<file path="src/design/svt_pkg.sv">
// Shared types, constants and helpers for the sorted value table.
`default_nettype none

package svt_pkg;

   // Table size and the widths that follow from it.
   localparam int CAPACITY = 64;
   localparam int IDX_W    = $clog2(CAPACITY);
   localparam int CNT_W    = $clog2(CAPACITY + 1);

   // Fixed field widths of the request and response words.
   localparam int VALUE_W       = 32;
   localparam int POSITION_W    = 6;
   localparam int ENTRY_COUNT_W = 7;

   // Operation codes.
   typedef enum logic [1:0] {
      CMD_INSERT   = 2'd0,
      CMD_REMOVE   = 2'd1,
      CMD_CONTAINS = 2'd2,
      CMD_GET      = 2'd3
   } cmd_type;

   // Response status codes.
   typedef enum logic [1:0] {
      ST_DONE = 2'd0,
      ST_MISS = 2'd1,
      ST_FULL = 2'd2
   } stat_type;

   // Request word.
   typedef struct packed {
      cmd_type                      cmd;
      logic signed [VALUE_W-1:0]    operand_value;
      logic [POSITION_W-1:0]        position;
   } req_type;

   // Response word.
   typedef struct packed {
      logic                         found;
      logic signed [VALUE_W-1:0]    read_value;
      logic [ENTRY_COUNT_W-1:0]     entry_count;
      stat_type                     status;
   } rsp_type;

   // Index register operations.
   typedef enum logic [2:0] {
      IDX_HOLD,
      IDX_ZERO,
      IDX_COUNT,
      IDX_INC,
      IDX_DEC
   } idx_op_type;

   // Read address choices.
   typedef enum logic [2:0] {
      RD_ZERO,
      RD_POS,
      RD_CNT_M1,
      RD_IDX_P1,
      RD_IDX_P2,
      RD_IDX_M2
   } rd_sel_type;

   // Write data choices.
   typedef enum logic {
      WD_OPERAND,
      WD_READ
   } wd_sel_type;

   // Count register operations.
   typedef enum logic [1:0] {
      CNT_HOLD,
      CNT_INC,
      CNT_DEC
   } cnt_op_type;

   // Response read value choices.
   typedef enum logic [1:0] {
      RV_ZERO,
      RV_DATA,
      RV_ONES
   } rv_sel_type;

   // Commands from the controller to the datapath.
   typedef struct packed {
      logic       load_req;
      idx_op_type idx_op;
      logic       rd_en;
      rd_sel_type rd_sel;
      logic       wr_en;
      wd_sel_type wr_sel;
      cnt_op_type cnt_op;
      logic       rsp_en;
      logic       rsp_found;
      stat_type   rsp_status;
      rv_sel_type rsp_rv;
   } ctl_type;

   // Status from the datapath to the controller.
   typedef struct packed {
      cmd_type cmd;
      logic    count_zero;
      logic    full;
      logic    pos_valid;
      logic    eq;
      logic    lt;
      logic    idx_last;
      logic    idx_near;
      logic    idx_one;
   } sts_type;

   // Low bits of the count as carried in the response word.
   function automatic logic [ENTRY_COUNT_W-1:0] count_field(input logic [CNT_W-1:0] cnt);
      logic [CNT_W+ENTRY_COUNT_W-1:0] wide;
      wide = {{ENTRY_COUNT_W{1'b0}}, cnt};
      return wide[ENTRY_COUNT_W-1:0];
   endfunction

endpackage

`default_nettype wire

</file>
<file path="src/design/svt_datapath.sv">
// Datapath of the sorted value table: entry memory, index, count and response word.
`default_nettype none

module svt_datapath
   import svt_pkg::*;
(
   input  wire logic    clock,
   input  wire logic    reset,
   input  wire req_type req_data,
   input  wire ctl_type ctl,
   output sts_type      sts,
   output rsp_type      rsp_data
);

   localparam int PW = CNT_W + 1;

   req_type                   req_ff;
   logic [IDX_W-1:0]          idx_ff;
   logic [IDX_W-1:0]          idx_in;
   logic [CNT_W-1:0]          count_ff;
   logic [CNT_W-1:0]          count_in;
   logic signed [VALUE_W-1:0] rd_data_ff;
   logic [IDX_W-1:0]          rd_addr;
   logic [VALUE_W-1:0]        wr_data;
   logic [VALUE_W-1:0]        rsp_value;
   rsp_type                   rsp_ff;

   // Entry store, one write and one registered read per cycle.
   logic [VALUE_W-1:0] mem [CAPACITY];

   // Latch the request word when an operation starts.
   always_ff @(posedge clock) begin
      if (ctl.load_req) begin
         req_ff <= req_data;
      end
   end

   // Next index value.
   always_comb begin
      case (ctl.idx_op)
         IDX_HOLD:  idx_in = idx_ff;
         IDX_ZERO:  idx_in = '0;
         IDX_COUNT: idx_in = IDX_W'(count_ff);
         IDX_INC:   idx_in = idx_ff + IDX_W'(1);
         IDX_DEC:   idx_in = idx_ff - IDX_W'(1);
         default:   idx_in = idx_ff;
      endcase
   end

   always_ff @(posedge clock) begin
      idx_ff <= idx_in;
   end

   // Next entry count.
   always_comb begin
      case (ctl.cnt_op)
         CNT_HOLD: count_in = count_ff;
         CNT_INC:  count_in = count_ff + CNT_W'(1);
         CNT_DEC:  count_in = count_ff - CNT_W'(1);
         default:  count_in = count_ff;
      endcase
   end

   always_ff @(posedge clock) begin
      if (reset) begin
         count_ff <= '0;
      end else begin
         count_ff <= count_in;
      end
   end

   // Read address selection.
   always_comb begin
      case (ctl.rd_sel)
         RD_ZERO:   rd_addr = '0;
         RD_POS:    rd_addr = IDX_W'(req_ff.position);
         RD_CNT_M1: rd_addr = IDX_W'(count_ff - CNT_W'(1));
         RD_IDX_P1: rd_addr = idx_ff + IDX_W'(1);
         RD_IDX_P2: rd_addr = idx_ff + IDX_W'(2);
         RD_IDX_M2: rd_addr = idx_ff - IDX_W'(2);
         default:   rd_addr = '0;
      endcase
   end

   // Write data selection; the write address is always the index.
   assign wr_data = (ctl.wr_sel == WD_READ) ? rd_data_ff : req_ff.operand_value;

   always_ff @(posedge clock) begin
      if (ctl.wr_en) begin
         mem[idx_ff] <= wr_data;
      end
      if (ctl.rd_en) begin
         rd_data_ff <= mem[rd_addr];
      end
   end

   // Status toward the controller.
   always_comb begin
      sts.cmd        = req_ff.cmd;
      sts.count_zero = (count_ff == '0);
      sts.full       = (count_ff == CNT_W'(CAPACITY));
      sts.pos_valid  = (32'(req_ff.position) < 32'(count_ff));
      sts.eq         = (rd_data_ff == req_ff.operand_value);
      sts.lt         = ($signed(req_ff.operand_value) < $signed(rd_data_ff));
      sts.idx_last   = ((PW'(idx_ff) + PW'(1)) >= PW'(count_ff));
      sts.idx_near   = ((PW'(idx_ff) + PW'(2)) >= PW'(count_ff));
      sts.idx_one    = (idx_ff == IDX_W'(1));
   end

   // Response word, carrying the count after this operation.
   always_comb begin
      case (ctl.rsp_rv)
         RV_ZERO: rsp_value = '0;
         RV_DATA: rsp_value = rd_data_ff;
         RV_ONES: rsp_value = '1;
         default: rsp_value = '0;
      endcase
   end

   always_ff @(posedge clock) begin
      if (ctl.rsp_en) begin
         rsp_ff.found       <= ctl.rsp_found;
         rsp_ff.read_value  <= rsp_value;
         rsp_ff.entry_count <= count_field(count_in);
         rsp_ff.status      <= ctl.rsp_status;
      end
   end

   assign rsp_data = rsp_ff;

endmodule

`default_nettype wire

</file>
<file path="src/design/svt_ctrl.sv">
// Controller state machine of the sorted value table.
`default_nettype none

module svt_ctrl
   import svt_pkg::*;
(
   input  wire logic    clock,
   input  wire logic    reset,
   input  wire logic    start,
   input  wire sts_type sts,
   output ctl_type      ctl,
   output logic         busy,
   output logic         rsp_valid
);

   typedef enum logic [2:0] {
      S_IDLE,
      S_DISPATCH,
      S_INS_STEP,
      S_INS_PUT,
      S_SCAN,
      S_SHIFT,
      S_GET_WAIT
   } state_type;

   state_type state_ff;
   state_type state_in;
   logic      busy_ff;
   logic      busy_in;
   logic      valid_ff;
   logic      valid_in;

   // Next state and datapath commands.
   always_comb begin
      ctl      = '0;
      state_in = state_ff;
      busy_in  = busy_ff;
      valid_in = 1'b0;

      case (state_ff)
         S_IDLE: begin
            if (start) begin
               ctl.load_req = 1'b1;
               busy_in      = 1'b1;
               state_in     = S_DISPATCH;
            end
         end

         S_DISPATCH: begin
            case (sts.cmd)
               CMD_INSERT: begin
                  if (sts.full) begin
                     ctl.rsp_en     = 1'b1;
                     ctl.rsp_status = ST_FULL;
                  end else if (sts.count_zero) begin
                     ctl.idx_op = IDX_COUNT;
                     state_in   = S_INS_PUT;
                  end else begin
                     ctl.idx_op = IDX_COUNT;
                     ctl.rd_en  = 1'b1;
                     ctl.rd_sel = RD_CNT_M1;
                     state_in   = S_INS_STEP;
                  end
               end
               CMD_REMOVE, CMD_CONTAINS: begin
                  if (sts.count_zero) begin
                     ctl.rsp_en     = 1'b1;
                     ctl.rsp_status = ST_MISS;
                  end else begin
                     ctl.idx_op = IDX_ZERO;
                     ctl.rd_en  = 1'b1;
                     ctl.rd_sel = RD_ZERO;
                     state_in   = S_SCAN;
                  end
               end
               CMD_GET: begin
                  if (sts.pos_valid) begin
                     ctl.rd_en  = 1'b1;
                     ctl.rd_sel = RD_POS;
                     state_in   = S_GET_WAIT;
                  end else begin
                     ctl.rsp_en     = 1'b1;
                     ctl.rsp_status = ST_MISS;
                     ctl.rsp_rv     = RV_ONES;
                  end
               end
               default: begin
                  ctl.rsp_en     = 1'b1;
                  ctl.rsp_status = ST_MISS;
               end
            endcase
         end

         // Walk down from the top, moving larger entries up by one.
         S_INS_STEP: begin
            if (sts.lt) begin
               ctl.wr_en  = 1'b1;
               ctl.wr_sel = WD_READ;
               ctl.idx_op = IDX_DEC;
               if (sts.idx_one) begin
                  state_in = S_INS_PUT;
               end else begin
                  ctl.rd_en  = 1'b1;
                  ctl.rd_sel = RD_IDX_M2;
               end
            end else begin
               ctl.wr_en      = 1'b1;
               ctl.wr_sel     = WD_OPERAND;
               ctl.cnt_op     = CNT_INC;
               ctl.rsp_en     = 1'b1;
               ctl.rsp_status = ST_DONE;
            end
         end

         S_INS_PUT: begin
            ctl.wr_en      = 1'b1;
            ctl.wr_sel     = WD_OPERAND;
            ctl.cnt_op     = CNT_INC;
            ctl.rsp_en     = 1'b1;
            ctl.rsp_status = ST_DONE;
         end

         // Forward search; the next entry is read while this one is compared.
         S_SCAN: begin
            ctl.rd_en  = 1'b1;
            ctl.rd_sel = RD_IDX_P1;
            if (sts.eq) begin
               if (sts.cmd == CMD_CONTAINS) begin
                  ctl.rsp_en     = 1'b1;
                  ctl.rsp_found  = 1'b1;
                  ctl.rsp_status = ST_DONE;
               end else if (sts.idx_last) begin
                  ctl.cnt_op     = CNT_DEC;
                  ctl.rsp_en     = 1'b1;
                  ctl.rsp_found  = 1'b1;
                  ctl.rsp_status = ST_DONE;
               end else begin
                  state_in = S_SHIFT;
               end
            end else if ((sts.cmd == CMD_CONTAINS && sts.lt) || sts.idx_last) begin
               ctl.rsp_en     = 1'b1;
               ctl.rsp_status = ST_MISS;
            end else begin
               ctl.idx_op = IDX_INC;
            end
         end

         // Close the gap: each entry above the removed one moves down by one.
         S_SHIFT: begin
            ctl.wr_en  = 1'b1;
            ctl.wr_sel = WD_READ;
            if (sts.idx_near) begin
               ctl.cnt_op     = CNT_DEC;
               ctl.rsp_en     = 1'b1;
               ctl.rsp_found  = 1'b1;
               ctl.rsp_status = ST_DONE;
            end else begin
               ctl.rd_en  = 1'b1;
               ctl.rd_sel = RD_IDX_P2;
               ctl.idx_op = IDX_INC;
            end
         end

         S_GET_WAIT: begin
            ctl.rsp_en     = 1'b1;
            ctl.rsp_found  = 1'b1;
            ctl.rsp_status = ST_DONE;
            ctl.rsp_rv     = RV_DATA;
         end

         default: begin
            state_in = S_IDLE;
            busy_in  = 1'b0;
         end
      endcase

      // Any response ends the operation.
      if (ctl.rsp_en) begin
         state_in = S_IDLE;
         busy_in  = 1'b0;
         valid_in = 1'b1;
      end
   end

   // State and registered outputs.
   always_ff @(posedge clock) begin
      if (reset) begin
         state_ff <= S_IDLE;
         busy_ff  <= 1'b0;
         valid_ff <= 1'b0;
      end else begin
         state_ff <= state_in;
         busy_ff  <= busy_in;
         valid_ff <= valid_in;
      end
   end

   assign busy      = busy_ff;
   assign rsp_valid = valid_ff;

endmodule

`default_nettype wire

</file>
<file path="src/design/sorted_value_table.sv">
// Top level of the sorted value table: a sorted multiset of signed 32-bit values.
// A dropped insert or a miss decided at once is answered from the dispatch state, a valid get
// at index after its registered read, and a walk once it reaches its end. The entry memory has
// one read and one write port, so a walk moves one entry a cycle. busy falls with the strobe,
// so the next word is accepted at the edge that takes the response; the receiver cannot stall.
// Synchronous reset empties the table and returns the controller to idle; entries are kept.
`default_nettype none

module sorted_value_table
   import svt_pkg::*;
(
   input  wire logic    clock,
   input  wire logic    reset,
   input  wire logic    start,
   output logic         busy,
   input  wire req_type req_data,
   output logic         rsp_valid,
   output rsp_type      rsp_data
);

   ctl_type ctl;
   sts_type sts;

   // Sequencing of each operation.
   svt_ctrl u_ctrl (
      .clock     (clock),
      .reset     (reset),
      .start     (start),
      .sts       (sts),
      .ctl       (ctl),
      .busy      (busy),
      .rsp_valid (rsp_valid)
   );

   // Entry memory and arithmetic.
   svt_datapath u_datapath (
      .clock    (clock),
      .reset    (reset),
      .req_data (req_data),
      .ctl      (ctl),
      .sts      (sts),
      .rsp_data (rsp_data)
   );

endmodule

`default_nettype wire

</file>
<file path="config.mk">
export PLATFORM = sky130hd
export DESIGN_NAME = sorted_value_table
export DESIGN_NICKNAME = d
export VERILOG_FILES = /design/src/design/svt_pkg.sv /design/src/design/svt_datapath.sv /design/src/design/svt_ctrl.sv /design/src/design/sorted_value_table.sv
export SDC_FILE = /design/constraint.sdc
export NUM_CORES = 2
export LEC_CHECK = 0
export BUFFER_PORTS_ARGS = -buffer_cell sky130_fd_sc_hd__buf_2
export CORE_UTILIZATION = 45
export DETAILED_ROUTE_END_ITERATION = 7
export PLACE_DENSITY = 0.58
export SYNTH_ARGS = -nofsm -noshare
export SYNTH_HDL_FRONTEND = slang
export SYNTH_HIERARCHICAL = 1
export SYNTH_SLANG_ARGS = --single-unit
export TNS_END_PERCENT = 20
</file>
<file path="constraint.sdc">
create_clock -name clock -period 7.8 [get_ports clock]
set_clock_uncertainty 0.2 [all_clocks]
set_input_delay 0.39 -clock clock [delete_from_list [all_inputs] [get_ports clock]]
set_output_delay 0.39 -clock clock [all_outputs]
set_load 0.05 [all_outputs]
</file>
# Word-level counts from Yosys, hierarchy flattened
# Memories as Yosys holds them, arrays and structs flattened. A register that Yosys moved wholly into a read port is not among the register bits.
# Index checks and enable logic that the tools add are counted.
[totals] memories=1 output_inout_bits=44 mem_bits_rw=2048 regBits=100 elab_cells=137
[op_classes] order_cmp=4 n_bitwise=2 reduce_logical=13 eq_ne=34 muxes=63 add_sub_neg=8
[mem_list] memory="u_datapath.mem" depth=64 width=32 read_ports=1 rd_ports_with_merged_regs=1 write_ports=1 line_no="svt_datapath.sv:29" source="logic [VALUE_W-1:0] mem [CAPACITY];"
[ops] cell="one-hot mux 32 bit (2 select lines)" count=1
[ops] cell="== test 32 bit" count=1
[ops] cell="< comparator 32 bit" count=1
[ops] cell="2-to-1 mux 32 bit" count=1
[ops] cell="2-to-1 mux 3 bit" count=10
[ops] cell="one-hot mux 6 bit (5 select lines)" count=1
[ops] cell="one-hot mux 7 bit (4 select lines)" count=1
[ops] cell="2-to-1 mux 6 bit" count=4
[ops] cell="one-hot mux 6 bit (4 select lines)" count=1
[ops] cell="== test 3 x 2 -> 1 bit (second input constant)" count=6
[ops] cell="== test 3 bit (second input constant)" count=6
[ops] cell="one-hot mux 2 bit (3 select lines)" count=3
[ops] cell=">= comparator 8 x 7 -> 1 bit" count=2
[ops] cell="2-to-1 mux 1 bit" count=16
[ops] cell="2-to-1 mux 2 bit" count=8
[ops] cell="2-to-1 mux 4 bit" count=4
[ops] cell="one-hot mux 3 bit (5 select lines)" count=1
[ops] cell="one-hot mux 7 bit (2 select lines)" count=1
[ops] cell="one-hot mux 4 bit (3 select lines)" count=1
[ops] cell="inequality test 2 bit (second input constant)" count=5
[ops] cell="AND reduction 10 bit" count=1
[ops] cell="== test 3 x 1 -> 1 bit (second input constant)" count=3
[ops] cell="inequality test 3 bit (second input constant)" count=3
[ops] cell="one-hot mux 3 bit (3 select lines)" count=1
[ops] cell="other kinds (32)" count=42

# Logic depth before layout (Yosys ltp)
[depth] word_depth=8 mapped_depth=29 ltp_nobuf=25

# Modules after synthesis
# The synthesis kept the hierarchy.
[by_module_without_submodules] module="svt_datapath" seq_area_each_um2=65242.6 instances=1 area_each_um2=86505.5 cells_each=5339
[by_module_without_submodules] module="svt_ctrl" seq_area_each_um2=100.1 instances=1 area_each_um2=823.3 cells_each=120

# Worst setup path before layout
# Ideal clock, no wire load.
[synth_timing] kind="register -> register" startpoint="reg u_datapath/req_ff[15] (netlist bit)" endpoint="reg u_datapath.rd_data_ff[0], read port of u_datapath.mem (data pin)" t_required_ns=7.345 period_less_slack_ns=6.150 setup_slack_ns=1.650 setup_time_ns=0.255 arrival_ns=5.695 path_stages_with_launch=27 path_cell_list="edfxtp_1 ha_1 a21oi_1 nor2b_1 o21ai_0 a21oi_1 or3b_2 a311oi_1 o31a_1 mux2i_1 nand2b_1 or3_1 o32ai_1 o21a_1 buf_2 nand3b_1 xnor2_1 ha_1 or3b_1 a21o_1 a311o_1 nand2_1 and3_1 buf_1 clkbuf_1 a22oi_1 and3_1"
[synth_rtl] element="from (decl)" line_no="svt_datapath.sv:17" source="req_type req_ff;"
[synth_rtl] element="from (signal assigned)" line_no="svt_datapath.sv:34" source="req_ff <= req_data;"
[synth_rtl] element="to (decl)" line_no="svt_datapath.sv:22" source="logic signed [VALUE_W-1:0] rd_data_ff;"

==> results by group <==
Timing
  – Worst-case setup margin in the final layout: 0.164 ns
  – Count of final max-slew check failures: 0
  – Share of the cycle needed by the critical path after routing: 97.9%
  – Total of endpoints with negative setup slack in the final report: 0
  – Worst slew margin: 16.6%
  – Timing-limited maximum frequency: 0.131 GHz
  – Time the final worst path needs with I/O delays and setup: 7.64 ns
  – Transition time of the tightest slew-check pin: 1.25 ns
  – Hold violation count in the final report: 0
  – Setup TNS after final layout: 0 ns
  – Unrepaired setup endpoints after global routing: true

Routing
  – Mean routed wirelength per cell: 30.9 µm
  – Count of routing violations after the opening detailed-route iteration: 7189
  – DRC violation count after routing: 0
  – Number of vias in the routed layout: 52499
  – DRT Pass-1 Iters: 6
  – Average via count per standard cell: 6.16
  – Post-DRT Antenna Nets: 0
  – Wire length after detailed routing: 264000 µm

Logic synthesis
  – Cell type contributing the most total cell area after synthesis: sky130_fd_sc_hd__edfxtp_1
  – Distinct cell type count of the synthesized netlist: 80
  – Prevailing post-synth register cell: sky130_fd_sc_hd__edfxtp_1
  – Area share of the leading cell type in the synthesized netlist: 74.5%
  – Count of flip-flops with a built-in enable after synthesis: 2168
  – Synth async-reset ratio: 0%
  – Syn Std Cell Area: 0.0873 mm²
  – Synth Register Bits: 2180
  – Seq/Total Area, Yosys: 74.8%
  – Top cells by area in the synthesized netlist: sky130_fd_sc_hd__edfxtp_1 75%, sky130_fd_sc_hd__mux4_2 4.5%, sky130_fd_sc_hd__nand2_1 3.1%
  – Total nets after synthesis: 5574
  – Yosys warning count: 6
  – Post-Syn Instances: 5459
  – Per-instance average area after synthesis: 16.0 µm²

Critical path
  – Worst Setup End Kind: flop
  – Required @ worst endpoint: 8.30 ns
  – Worst Setup Path Type: flop to flop
  – Worst-path maximum fanout: 11
  – Critical Path AT: 8.14 ns
  – Category of the worst setup path launch point: flop

Power
  – PnR Total Power: 33300 µW
  – Power per cell area: 331 mW/mm²
  – Largest vdd supply drop: 0.000246 V
  – Static leakage power: 0.0340 µW

Cells and area
  – Commonest non-fill, non-tap cell in the layout: sky130_fd_sc_hd__edfxtp_1
  – Fraction of final layout cells sized beyond drive strength 1: 17.5%
  – Post-layout nets: 5912
  – Most frequent cells in the layout: 2168 x sky130_fd_sc_hd__edfxtp_1, 717 x sky130_fd_sc_hd__nand2_1, 525 x sky130_fd_sc_hd__a21oi_1
  – Post-route cell area: 0.101 mm²
  – Finished Core Util: 52.2%
  – Filler cell count: 15525
  – P&R area growth vs syn: 15.2%

Floorplan
  – Die Height: 443 µm
  – Total Die Area: 0.196 mm²
  – Initial Utilization: 45.3%
  – Number of standard-cell rows in the floorplan: 161
  – Die width: 443 µm
  – Placeable core region: 0.193 mm²
  – I/O pin count: 87

Global route
  – Number of antenna violations at the first check in global routing: 26
  – GRT Util Overall: 26.7%
  – Pin count of the biggest net entering global routing: 108
  – Via count of the first global-routing pass: 49541
  – Wire length of the first global-routing pass: 373000 µm
  – GR Overflow Total: 0

Placement
  – Weighted congestion reported at the end of routability-driven placement: 0.908
  – Post-DP Area: 0.0926 mm²
  – Detailed Place HPWL: 159000 µm
  – Pre-CTS setup slack: -0.372 ns
  – Number of buffers added on ports: 86

CTS
  – H-tree Lvls: 4
  – Latest clock arrival within the worst-skew pair: 0.89 ns
  – Number of clock sinks seen by CTS: 2180
  – Largest buffer count on any clock path: 3
  – Clk pin slew, worst setup/hold paths: 0.06 ns
  – Number of buffers created by CTS: 218
  – Clock tree root buffer cell: sky130_fd_sc_hd__clkbuf_16
  – CTS tree: built

Min path
  – Path class of the lowest-slack min-delay path: primary input to flop

Run
  – Number of violations of the max-capacitance limit: 0

Status
  – Status: finished clean
[per-stage QoR]
stage / hold WS, ns / cells
4_1_cts: 0.000763 / 8491
6_report: 0.0539 / 8527
5_1_grt: 0.0327 / 8519
3_5_place_dp: 0.321 / 8022
3_3_place_gp: 0.307 / 8019
2_1_floorplan: 0.259 / 5459
[registers in the layout (all words and copies together) (netlist names)]
| name | cells |
|---|---|
| u_datapath/sts | 2 |
| u_datapath/rd_data_ff | 32 |
| u_ctrl/busy | 1 |
| u_datapath/count_ff | 7 |
| u_datapath/req_ff | 38 |
| u_datapath/idx_ff | 6 |
| u_ctrl/state_ff | 3 |
| u_datapath/mem | 2048 |
| u_ctrl/rsp_valid | 1 |
| u_datapath/rsp_data | 42 |
[power breakdown]
group / switching (µW) / internal, µW
Sequential: 200 / 14400
Clock: 4500 / 5800
Combinational: 5990 / 2450
Total: 10700 / 22600
[worst max-delay path, cell delays in order (launching register included)]
cell and delay (ns):
sky130_fd_sc_hd__edfxtp_1 0.47, sky130_fd_sc_hd__inv_1 0.07, sky130_fd_sc_hd__ha_1 0.29, sky130_fd_sc_hd__nor2b_1 0.13, sky130_fd_sc_hd__o21ai_0 0.15, sky130_fd_sc_hd__a21oi_1 0.08
sky130_fd_sc_hd__or3b_2 0.44, sky130_fd_sc_hd__a311oi_1 0.26, sky130_fd_sc_hd__o31a_1 0.18, sky130_fd_sc_hd__mux2i_1 0.35, sky130_fd_sc_hd__nand2b_1 0.13, sky130_fd_sc_hd__or3_1 0.40
sky130_fd_sc_hd__o32ai_1 0.21, sky130_fd_sc_hd__o21a_1 0.25, sky130_fd_sc_hd__nand3b_1 0.15, sky130_fd_sc_hd__xnor2_1 0.16, sky130_fd_sc_hd__ha_1 0.24, sky130_fd_sc_hd__or3b_1 0.38
sky130_fd_sc_hd__a21o_1 0.19, sky130_fd_sc_hd__a311oi_2 0.41, sky130_fd_sc_hd__nor2_4 0.16, sky130_fd_sc_hd__buf_4 0.26, sky130_fd_sc_hd__nand2_1 0.29, sky130_fd_sc_hd__buf_4 0.24
sky130_fd_sc_hd__o22ai_1 0.15, sky130_fd_sc_hd__o21ai_0 0.75, sky130_fd_sc_hd__and4_1 0.40
[per-layer routing]
layer  vias to the layer above  share of wire, %  track usage, %
li1                      22174                 -               -
met1                     27163                41            38.6
met2                      2763                45            39.5
met3                       385                11            5.94
met4                        14               3.7            10.3
met5                         -             0.038               0
[cell type report]
cell class	instances	area [µm²]	share of cell area, %
Sequential cell	2180	65300	64.9
Multi-Input combinational cell	2847	20600	20.5
Clock buffer	266	5660	5.62
Timing Repair Buffer	483	4210	4.19
Tap cell	2526	3160	3.14
Clock inverter	134	1350	1.34
Inverter	67	251	0.250
Antenna cell	24	60.1	0.0597
[cell families after synthesis]
group,share of synthesized area (%)
flip-flops,74.8
AO/OA/AOI/OAI,8.70
adder cells (fa/ha/maj),1.03
AND/OR/NAND/NOR,6.05
XOR/XNOR,0.160
buffers and inverters,2.44
multiplexers,6.80
[cells in the mapped netlist (all sizes together), types with 21 or more instances]
cell,instances
edfxtp,2168
nand2,720
a21oi,525
clkbuf,187
buf,178
mux4,174
mux2i,167
nor2,160
a221oi,150
a22oi,120
nand3,112
ha,72
o21ai,69
o22ai,67
inv,66
a31oi,63
a211oi,49
and2,45
nor3,42
mux2,31
o211ai,28
nor2b,23
and3,21
[final timing paths]
| check | startpoint | end | slack, ns | depth (start not counted) |
|---|---|---|---|---|
| max | u_datapath/rd_data_ff[10] | u_datapath/rd_data_ff[27] | 0.16 | 26 |
| min | req_data[35] | u_datapath/req_ff[35] | 0.05 | 2 |
| max reg2reg | u_datapath/rd_data_ff[10] | u_datapath/rd_data_ff[27] | 0.16 | 26 |
| min reg2reg | u_ctrl/busy | u_ctrl/busy | 0.34 | 2 |
[what timing repair did]
item / 4_1_cts / 5_1_grt
hold buffers: 69 / 0
pin swaps: 0 / 2
resized for setup: 5 / 14
endpoints found under the hold margin: 52 / 0
setup endpoints to repair: 5 / 26
buffers inserted: 0 / 12
(Power assumes the default switching activity.)
